--- src/rtl/ptc_pkg.sv ---
// ---------------------------------------------------------------------------
// ptc_pkg
// Types and constants shared by the partition table checker modules.
// ---------------------------------------------------------------------------
package ptc_pkg;

  localparam logic [7:0] CYL_HIGH_BITS = 8'hc0;
  localparam logic [7:0] SEC_BITS      = 8'h3f;
  localparam logic [7:0] ACTIVE_MARK   = 8'd128;
  localparam logic [2:0] ACTIVE_MAX    = 3'd7;

  localparam logic CFG_HEADS   = 1'b0;
  localparam logic CFG_SECTORS = 1'b1;

  typedef struct packed {
    logic [7:0]  boot_flag;
    logic [7:0]  first_head;
    logic [7:0]  start_sector_field;
    logic [7:0]  start_cylinder_low;
    logic [7:0]  end_head;
    logic [7:0]  end_sector_field;
    logic [7:0]  end_cylinder_low;
    logic [31:0] base_sector;
    logic [31:0] sector_count;
    logic        last_entry;
  } ptc_in_t;

  typedef struct packed {
    logic       base_mismatch;
    logic       size_mismatch;
    logic       overlap;
    logic       end_overflow;
    logic       table_done;
    logic       table_empty;
    logic       geometry_mismatch;
    logic [8:0] suggested_heads;
    logic [5:0] suggested_sectors;
    logic       too_many_active;
    logic       table_ok;
  } ptc_out_t;

  // item after front-end classification
  typedef struct packed {
    logic [7:0]  s_hd;
    logic [7:0]  s_sc;
    logic [7:0]  s_cy;
    logic [7:0]  e_hd;
    logic [7:0]  e_sc;
    logic [7:0]  e_cy;
    logic [31:0] base;
    logic [31:0] end_lba;
    logic        zero_end;
    logic        nonempty;
    logic        active;
    logic        last;
  } ptc_job_t;

endpackage

--- src/rtl/ptc_front.sv ---
// ---------------------------------------------------------------------------
// ptc_front
// Accepts entries, computes end sector and classifies them into jobs.
// ---------------------------------------------------------------------------
module ptc_front (
  input  logic              clk,
  input  logic              rst_n,
  input  logic              in_push,
  output logic              in_full,
  input  ptc_pkg::ptc_in_t  in_data,
  output logic              job_valid,
  input  logic              job_take,
  output ptc_pkg::ptc_job_t job
);
  import ptc_pkg::*;

  localparam int Depth = 2;

  ptc_job_t   q_r [Depth];
  logic       wp_r, rp_r;
  logic [1:0] cnt_r;
  ptc_job_t   j;

  always_comb begin
    j.s_hd     = in_data.first_head;
    j.s_sc     = in_data.start_sector_field;
    j.s_cy     = in_data.start_cylinder_low;
    j.e_hd     = in_data.end_head;
    j.e_sc     = in_data.end_sector_field;
    j.e_cy     = in_data.end_cylinder_low;
    j.base     = in_data.base_sector;
    j.end_lba  = in_data.base_sector + in_data.sector_count - 32'd1;
    j.zero_end = (in_data.base_sector == '0) && (in_data.sector_count == '0);
    j.nonempty = in_data.sector_count != '0;
    j.active   = in_data.boot_flag == ACTIVE_MARK;
    j.last     = in_data.last_entry;
  end

  assign in_full   = cnt_r == 2'(Depth);
  assign job_valid = cnt_r != 2'd0;
  assign job       = q_r[rp_r];

  wire push_ok = in_push && !in_full;
  wire pop_ok  = job_take && job_valid;

  always_ff @(posedge clk) begin
    if (push_ok) q_r[wp_r] <= j;
    if (!rst_n) begin
      wp_r <= 1'b0; rp_r <= 1'b0; cnt_r <= 2'd0;
    end else begin
      if (push_ok) wp_r <= ~wp_r;
      if (pop_ok)  rp_r <= ~rp_r;
      cnt_r <= cnt_r + 2'(push_ok) - 2'(pop_ok);
    end
  end
endmodule

--- src/rtl/ptc_divider.sv ---
// ---------------------------------------------------------------------------
// ptc_divider
// Radix-2 restoring divider, 32-bit dividend by 15-bit divisor.
// ---------------------------------------------------------------------------
module ptc_divider (
  input  logic        clk,
  input  logic        rst_n,
  input  logic        start,
  input  logic [31:0] dividend,
  input  logic [14:0] divisor,
  output logic        busy,
  output logic [31:0] quotient,
  output logic [14:0] remainder
);
  logic [31:0] q_r;
  logic [15:0] rem_r;
  logic [14:0] d_r;
  logic [5:0]  cnt_r;
  logic [15:0] trial;
  logic [15:0] shifted;

  assign shifted   = {rem_r[14:0], q_r[31]};
  assign trial     = shifted - {1'b0, d_r};
  assign busy      = cnt_r != 6'd0;
  assign quotient  = q_r;
  assign remainder = rem_r[14:0];

  always_ff @(posedge clk) begin
    if (start) begin
      q_r <= dividend; rem_r <= '0; d_r <= divisor;
    end else if (busy) begin
      if (!trial[15]) begin
        rem_r <= trial; q_r <= {q_r[30:0], 1'b1};
      end else begin
        rem_r <= shifted; q_r <= {q_r[30:0], 1'b0};
      end
    end
    if (!rst_n) cnt_r <= 6'd0;
    else if (start) cnt_r <= 6'd32;
    else if (busy) cnt_r <= cnt_r - 6'd1;
  end
endmodule

--- src/rtl/ptc_back.sv ---
// ---------------------------------------------------------------------------
// ptc_back
// Converts base and end sectors to packed CHS, checks, keeps table state.
// ---------------------------------------------------------------------------
module ptc_back #(
  parameter int TABLE_ENTRIES = 4
) (
  input  logic              clk,
  input  logic              rst_n,
  input  logic [8:0]        heads,
  input  logic [5:0]        spt,
  input  logic              job_valid,
  output logic              job_take,
  input  ptc_pkg::ptc_job_t job,
  output logic              res_valid,
  input  logic              res_take,
  output ptc_pkg::ptc_out_t res
);
  import ptc_pkg::*;

  localparam int CntW = $clog2(TABLE_ENTRIES + 1);

  typedef enum logic [6:0] {
    S_IDLE = 7'b0000001,
    S_DIVC = 7'b0000010,
    S_DIVH = 7'b0000100,
    S_PASS = 7'b0001000,
    S_EVAL = 7'b0010000,
    S_OUT  = 7'b0100000,
    S_MUL  = 7'b1000000
  } st_t;

  st_t         st_r, st_nxt;
  ptc_job_t    jb_r;
  logic        pass_r;
  logic [14:0] pc_r;
  logic [5:0]  ns;
  logic [8:0]  nh;
  logic [31:0] cyl_r;
  logic [7:0]  hd_s_r, sc_s_r, cy_s_r;
  logic [7:0]  hd_e_r, sc_e_r, cy_e_r;
  logic        div_start;
  logic [31:0] div_a, div_q;
  logic [14:0] div_d, div_r;
  logic        div_busy;
  logic [2:0]  act_r;
  logic [31:0] prev_r;
  logic [7:0]  mh_r;
  logic [5:0]  ms_r;
  logic        any_r, err_r;
  logic [CntW-1:0] ent_r;
  ptc_out_t    res_r;
  logic        rv_r;

  assign nh = (heads == '0) ? 9'd1 : heads;
  assign ns = (spt == '0) ? 6'd1 : spt;

  always_ff @(posedge clk) pc_r <= 15'(nh * ns);

  ptc_divider u_div (
    .clk(clk), .rst_n(rst_n), .start(div_start), .dividend(div_a),
    .divisor(div_d), .busy(div_busy), .quotient(div_q), .remainder(div_r)
  );

  wire [31:0] lba = pass_r ? jb_r.end_lba : jb_r.base;

  // sequencing: MUL -> start div lba/pc -> DIVC wait -> start div rem/ns -> DIVH wait
  logic       go_r;
  logic       phase_r;
  assign div_a = phase_r ? 32'(div_r) : lba;
  assign div_d = phase_r ? 15'(ns) : pc_r;

  assign job_take  = (st_r == S_IDLE) && job_valid;
  assign res_valid = rv_r;
  assign res       = res_r;

  logic [7:0] hd_c, sc_c, cy_c;
  always_comb begin
    hd_c = div_q[7:0];
    sc_c = 8'(div_r) + 8'd1 + (cyl_r[9:2] & CYL_HIGH_BITS);
    cy_c = cyl_r[7:0];
  end

  logic [2:0] act_n;
  logic [7:0] mh_n;
  logic [5:0] ms_n;
  logic       bb, sb, ov, wr, dn, er_n, any_n, many;
  logic [CntW-1:0] ent_n;
  logic [8:0] sug_h;
  always_comb begin
    act_n = (jb_r.active && act_r < ACTIVE_MAX) ? act_r + 3'd1 : act_r;
    bb = (hd_s_r != jb_r.s_hd) || (sc_s_r != jb_r.s_sc) || (cy_s_r != jb_r.s_cy);
    sb = jb_r.zero_end ?
         ((jb_r.e_hd != '0) || (jb_r.e_sc != '0) || (jb_r.e_cy != '0)) :
         ((hd_e_r != jb_r.e_hd) || (sc_e_r != jb_r.e_sc) || (cy_e_r != jb_r.e_cy));
    ov = jb_r.nonempty && (jb_r.base <= prev_r);
    wr = jb_r.nonempty && (jb_r.end_lba < jb_r.base);
    mh_n = mh_r; ms_n = ms_r;
    if (jb_r.nonempty) begin
      if (mh_n < jb_r.s_hd) mh_n = jb_r.s_hd;
      if (mh_n < jb_r.e_hd) mh_n = jb_r.e_hd;
      if (ms_n < jb_r.s_sc[5:0]) ms_n = jb_r.s_sc[5:0];
      if (ms_n < jb_r.e_sc[5:0]) ms_n = jb_r.e_sc[5:0];
    end
    any_n = any_r || jb_r.nonempty;
    er_n  = err_r || bb || sb || ov || wr;
    ent_n = ent_r + CntW'(1);
    dn    = jb_r.last || (ent_n >= CntW'(TABLE_ENTRIES));
    sug_h = {1'b0, mh_n} + 9'd1;
    many  = act_n > 3'd1;
  end

  always_comb begin
    st_nxt = st_r;
    unique case (st_r)
      S_IDLE: if (job_valid) st_nxt = S_MUL;
      S_MUL:  st_nxt = S_DIVC;
      S_DIVC: if (go_r && !div_busy) st_nxt = S_DIVH;
      S_DIVH: if (go_r && !div_busy) st_nxt = S_PASS;
      S_PASS: st_nxt = pass_r ? S_EVAL : S_DIVC;
      S_EVAL: if (!rv_r || res_take) st_nxt = S_OUT;
      S_OUT:  st_nxt = S_IDLE;
      default: st_nxt = S_IDLE;
    endcase
  end

  logic start_w;
  assign start_w = ((st_r == S_DIVC) || (st_r == S_DIVH)) && !go_r;

  // divider is started in the cycle each wait state is entered
  assign div_start = start_w;

  always_ff @(posedge clk) begin
    if (job_take) jb_r <= job;
    if (st_r == S_DIVC && go_r && !div_busy) cyl_r <= div_q;
    if (st_r == S_DIVH && go_r && !div_busy) begin
      if (pass_r) begin
        hd_e_r <= hd_c; sc_e_r <= sc_c; cy_e_r <= cy_c;
      end else begin
        hd_s_r <= hd_c; sc_s_r <= sc_c; cy_s_r <= cy_c;
      end
    end
    if (st_r == S_EVAL && (!rv_r || res_take)) begin
      res_r.base_mismatch     <= bb;
      res_r.size_mismatch     <= sb;
      res_r.overlap           <= ov;
      res_r.end_overflow      <= wr;
      res_r.table_done        <= dn;
      res_r.table_empty       <= dn && !any_n;
      res_r.geometry_mismatch <= dn && any_n && (sug_h != heads || ms_n != spt);
      res_r.suggested_heads   <= dn ? sug_h : 9'd0;
      res_r.suggested_sectors <= dn ? ms_n : 6'd0;
      res_r.too_many_active   <= dn && many;
      res_r.table_ok          <= dn && !(er_n || many);
    end
    if (!rst_n) begin
      st_r <= S_IDLE; pass_r <= 1'b0; go_r <= 1'b0; phase_r <= 1'b0; rv_r <= 1'b0;
      act_r <= '0; prev_r <= '0; mh_r <= '0; ms_r <= '0;
      any_r <= 1'b0; err_r <= 1'b0; ent_r <= '0;
    end else begin
      st_r <= st_nxt;
      if (res_take && rv_r) rv_r <= 1'b0;
      if (start_w) go_r <= 1'b1;
      else if (go_r && !div_busy) go_r <= 1'b0;
      if (st_r == S_DIVC && go_r && !div_busy) phase_r <= 1'b1;
      if (st_r == S_DIVH && go_r && !div_busy) phase_r <= 1'b0;
      if (job_take) pass_r <= 1'b0;
      else if (st_r == S_PASS) pass_r <= 1'b1;
      if (st_r == S_EVAL && (!rv_r || res_take)) begin
        rv_r <= 1'b1;
        if (dn) begin
          act_r <= '0; prev_r <= '0; mh_r <= '0; ms_r <= '0;
          any_r <= 1'b0; err_r <= 1'b0; ent_r <= '0;
        end else begin
          act_r <= act_n; mh_r <= mh_n; ms_r <= ms_n;
          any_r <= any_n; err_r <= er_n; ent_r <= ent_n;
          if (jb_r.nonempty) prev_r <= jb_r.end_lba;
        end
      end
    end
  end
endmodule

--- src/rtl/partition_table_checker_top.sv ---
// Each input transfer goes through four 32-step serial divisions (cylinder
// and head for base and end sector) plus take, setup, two pass steps,
// evaluate and output before its result appears.
// Entries are handled one at a time, paced by the shared divider, and an
// unread result holds the checker in its evaluate step.
// Reset (rst_n, synchronous): heads 4, sectors 17, table state cleared.
// ---------------------------------------------------------------------------
// partition_table_checker_top
// MBR partition table CHS consistency checker.
// ---------------------------------------------------------------------------
module partition_table_checker_top #(
  parameter int TABLE_ENTRIES = 4
) (
  input  logic              clk,
  input  logic              rst_n,
  input  logic              in_push,
  output logic              in_full,
  input  ptc_pkg::ptc_in_t  in_data,
  output logic              out_empty,
  input  logic              out_pop,
  output ptc_pkg::ptc_out_t out_data,
  input  logic              cfg_we,
  input  logic              cfg_index,
  input  logic [8:0]        cfg_data
);
  import ptc_pkg::*;

  logic [8:0] heads_r;
  logic [5:0] spt_r;
  logic       job_valid, job_take, res_valid;
  ptc_job_t   job;

  always_ff @(posedge clk) begin
    if (!rst_n) begin
      heads_r <= 9'd4; spt_r <= 6'd17;
    end else if (cfg_we) begin
      unique case (cfg_index)
        CFG_HEADS:   heads_r <= cfg_data;
        CFG_SECTORS: spt_r   <= cfg_data[5:0];
        default: ;
      endcase
    end
  end

  ptc_front u_front (
    .clk(clk), .rst_n(rst_n), .in_push(in_push), .in_full(in_full),
    .in_data(in_data), .job_valid(job_valid), .job_take(job_take), .job(job)
  );

  ptc_back #(.TABLE_ENTRIES(TABLE_ENTRIES)) u_back (
    .clk(clk), .rst_n(rst_n), .heads(heads_r), .spt(spt_r),
    .job_valid(job_valid), .job_take(job_take), .job(job),
    .res_valid(res_valid), .res_take(out_pop), .res(out_data)
  );

  assign out_empty = !res_valid;

  a_summary_zero: assert property (@(posedge clk) disable iff (!rst_n)
    !out_empty && !out_data.table_done |-> out_data.suggested_heads == '0)
    else $error("summary set before table end");
  a_ok_excl: assert property (@(posedge clk) disable iff (!rst_n)
    !out_empty && out_data.table_ok |-> !out_data.overlap && !out_data.too_many_active)
    else $error("table_ok with error");
  a_hold: assert property (@(posedge clk) disable iff (!rst_n)
    !out_empty && !out_pop |=> !out_empty)
    else $error("result dropped");
endmodule

--- config.mk ---
export PLATFORM = sky130hd
export DESIGN_NAME = partition_table_checker_top
export DESIGN_NICKNAME = d
export VERILOG_FILES = /design/src/rtl/ptc_pkg.sv /design/src/rtl/ptc_front.sv /design/src/rtl/ptc_divider.sv /design/src/rtl/ptc_back.sv /design/src/rtl/partition_table_checker_top.sv
export SDC_FILE = /design/constraint.sdc
export NUM_CORES = 1
export LEC_CHECK = 0
export BUFFER_PORTS_ARGS = -buffer_cell sky130_fd_sc_hd__buf_2
export CAP_MARGIN = 40
export CORE_UTILIZATION = 40
export CTS_BUF_LIST = sky130_fd_sc_hd__clkbuf_4
export DETAILED_ROUTE_END_ITERATION = 16
export HOLD_SLACK_MARGIN = 0.15
export MAX_ROUTING_LAYER = met4
export SETUP_SLACK_MARGIN = 0.05
export SYNTH_ARGS = -nofsm -noshare
export SYNTH_HDL_FRONTEND = slang
export SYNTH_SLANG_ARGS = --single-unit
export TNS_END_PERCENT = 20
--- constraint.sdc ---
create_clock -name clk -period 13.2 [get_ports clk]
set_input_delay 0.66 -clock clk [delete_from_list [all_inputs] [get_ports clk]]
set_output_delay 0.66 -clock clk [all_outputs]
set_load 0.02 [all_outputs]
==> impl_metrics.env <==
export IMPL_drv_slew=0
export IMPL_grt_max_degree=71
export IMPL_synth_top_family_by_area="adder cells"
export IMPL_syn_area_per_cell_sq_um=12.0
export IMPL_num_fill_cells=6594
export IMPL_synthMuxAreaShare_pct=6.43
export IMPL_grt_pass1_wl_um=111000
export IMPL_worst_slew_pin_slew_ns=0.872
export IMPL_yosys_area_share_simple_pct=9.02
export IMPL_finalHoldViolations=0
export IMPL_syn2layout_area_growth_pct=17.2
export IMPL_vdd_ir_drop_max_v=0.0000843
export IMPL_clock_latency_ns=0.95
export IMPL_placed_cells=3542
export IMPL_grtUsageTotal_pct=19.6
export IMPL_status="finished with violations"
export IMPL_ys_ff_latch=597
export IMPL_ctsRootBufferMaster="clkbuf_4"
export IMPL_synth_xor_xnor_area_share_pct=3.89
export IMPL_cp_max_fo=16
export IMPL_post_synth_num_cell_types=95
export IMPL_max_slew_margin_rel_pct=41.6
export IMPL_cts_tree="yes"
export IMPL_num_vias=19900
export IMPL_synth_compound_area_share_pct=8.94
export IMPL_setup_violations=0
export IMPL_die_w_um=275
export IMPL_cts_buffers=155
export IMPL_critical_path_required_ns=13.86
export IMPL_drtPass1Iterations=11
export IMPL_postRouteAntennaNets=0
export IMPL_syn_inst=2484
export IMPL_leakagePower_nw=13.9
export IMPL_layout_min_cycle_time_ns=5.46
export IMPL_fin_nets=3209
export IMPL_avgRoutedWirePerCell_um=17.9
export IMPL_vias_per_cell=5.07
export IMPL_antenna_found_initial=2
export IMPL_coreArea_sq_um=73200
export IMPL_remaining_drc_errors=13
export IMPL_syn_area_sq_um=29700
export IMPL_fmax_mhz=183
export IMPL_start_util_pct=40.6
export IMPL_hold_path_class="input pin to register"
export IMPL_async_flop_share_pct=0
export IMPL_yosys_warnings=0
export IMPL_wirelength_um=70300
export IMPL_grt_remaining_overflow=0
export IMPL_die_y_um=275
export IMPL_stdcell_count=3926
export IMPL_drive_gt1_share_pct=20.3
export IMPL_post_cts_buffers=0
export IMPL_clk_path_buf_depth=3
export IMPL_cts_sinks=597
export IMPL_p_per_area_nw_per_um2=189
export IMPL_tns_ns=0
export IMPL_row_count=99
export IMPL_synth_edf_count=477
export IMPL_first_global_vias=20500
export IMPL_failed_checks="DRC"
export IMPL_final_period_utilization_pct=41.4
export IMPL_htree_levels=4
export IMPL_rsz0062_at_grt="no"
export IMPL_drt_iter0_markers=1277
export IMPL_ios=162
export IMPL_startpoint_type="register"
export IMPL_yosysSeqAreaShare_pct=56.3
export IMPL_syn_num_nets=2844
export IMPL_crit_path_end_kind="register"
export IMPL_drv_cap=0
export IMPL_clk_pin_slew_ns=0.07
export IMPL_dp_hpwl_um=49800
export IMPL_cp_arrival_ns=6.12
export IMPL_die_area_sq_um=75400
export IMPL_synthFlopType="edfxtp_1"
export IMPL_portBuffers=161
export IMPL_synth_adder_area_share_pct=10.2
export IMPL_worst_setup_path_type="register to register"
export IMPL_place_congestion=0.875
export IMPL_fin_worst_skew_ns=0.0535
==> synth_stat cells (19+ instances only) <==
library cell / count / area, sq um
a21oi_1: 124 / 621
clkbuf_1: 72 / 270
mux2_2: 126 / 1420
nand3_1: 25 / 125
nand2_1: 160 / 601
xnor2_1: 86 / 753
nor3_1: 29 / 145
ha_1: 193 / 2410
nand2b_1: 22 / 138
nor4_1: 33 / 206
inv_1: 306 / 1150
a21o_1: 32 / 240
nor2_1: 180 / 676
dfxtp_1: 120 / 2400
nand4_1: 29 / 181
nor2b_1: 28 / 175
mux2i_1: 46 / 460
a22oi_1: 38 / 285
xor2_1: 44 / 385
o21ai_0: 67 / 335
fa_1: 31 / 621
edfxtp_1: 477 / 14300
a211oi_1: 20 / 150
o31ai_1: 19 / 143
==> cells by family after synthesis <==
group / after synthesis
adder cells (fa/ha/maj): 224
flip-flops: 597
XOR/XNOR: 131
AND/OR/NAND/NOR: 565
multiplexers: 174
buffers and inverters: 395
AO/OA/AOI/OAI: 398
==> flip-flops by register name, summed over array words and instances (netlist names), 9 cells and up <==
| register | cells |
|---|---|
| heads_r | 9 |
| u_back.cyl_r | 10 |
| u_back.jb_r | 116 |
| u_back.pc_r | 15 |
| u_back.prev_r | 32 |
| u_back.res | 24 |
| u_back.u_div.d_r | 15 |
| u_back.u_div.quotient | 32 |
| u_back.u_div.rem_r | 15 |
| u_front.q_r | 232 |
==> timing repair <==
action | CTS | global route
hold buffers | 109 | 0
endpoints found under the hold margin | 200 | 0
resized for setup | 0 | 0
==> final cells by class <==
class                      instances  area (sq um)  area share (%)
clock inverter                    49           315           0.906
inverter                         307          1160            3.32
clock buffer                     223          1670            4.81
antenna                            3          7.51          0.0216
sequential                       597         16700            48.1
tap                              959          1200            3.45
multi-input combinational       1492         11500            33.0
timing repair buffer             296          2230            6.41
==> critical path, stage by stage, from the launching register on <==
cell,delay (ns)
edfxtp_1,0.39
inv_1,0.06
ha_1,0.30
nand4_1,0.15
o31ai_4,0.73
mux2_2,0.44
ha_1,0.30
a211oi_1,0.31
o21ai_0,0.18
or2_1,0.34
a31o_1,0.32
a221o_2,0.50
o21a_4,0.16
and2_4,0.16
xnor2_2,0.14
o22ai_1,0.14
a21oi_1,0.09
nor4_1,0.35
a21oi_1,0.11
==> report_power, final <==
group	total [mW]	internal (mW)	switching, mW
clock	1.59	0.840	0.748
sequential	2.93	2.61	0.326
combinational	2.07	0.857	1.21
==> per-layer routing <==
layer,track usage [%],vias up,wire [um]
met5,-,-,0
met3,3.86,101,3020
met4,6.75,0,1420
met2,31.5,495,33900
met1,24.7,9667,32000
li1,-,9658,-
==> final timing paths <==
| kind | startpoint | endpoint | slack, ns | cells past startpoint |
|---|---|---|---|---|
| min reg2reg | u_back.cyl_r[5] | u_back.cy_s_r[5] | 0.41 | 0 |
| min | out_pop | u_back.res_valid | 0.33 | 3 |
| max reg2reg | u_back.jb_r[115] | u_back.res[17] | 7.74 | 18 |
| max | u_back.jb_r[115] | u_back.res[17] | 7.74 | 18 |
==> metrics by stage <==
stage / utilization, % / total power [mW] / hold WS, ns / instance area, sq um / setup slack [ns]
finish: 47.5 / 6.59 / 0.330 / 34800 / 7.74
global route: 47.5 / 7.04 / 0.263 / 34800 / 7.28
CTS: 47.5 / 6.68 / 0.172 / 34800 / 7.67
detailed placement: 43.3 / 5.03 / 0.434 / 31700 / 7.75
global placement: 43.0 / 4.94 / 0.433 / 31500 / 7.76
floorplan: - / 4.36 / 0.421 / 29700 / 7.04
==> placed cells by master (no fill, tap or decap), types with 5 or more instances in the layout <==
master         count
a211oi_1          20
a21boi_0           5
a21o_1            32
a21oi_1          124
a22oi_1           38
a31oi_1            9
and2_1            18
and3_1             6
buf_16             6
buf_2            162
buf_4             17
clkbuf_4         223
clkinv_1          30
clkinv_2           7
clkinv_4           5
dfxtp_1          117
dlygate4sd3_1    109
edfxtp_1         477
fa_1              31
ha_1             193
inv_1            304
mux2_2           126
mux2i_1           46
nand2_1          160
nand2b_1          21
nand3_1           25
nand4_1           29
nor2_1           178
nor2b_1           28
nor3_1            27
nor4_1            33
o211ai_1           8
o21a_1             8
o21ai_0           67
o21bai_1          11
o31ai_1           19
or3_1              7
xnor2_1           86
xor2_1            43
(Power assumes the default switching activity.)
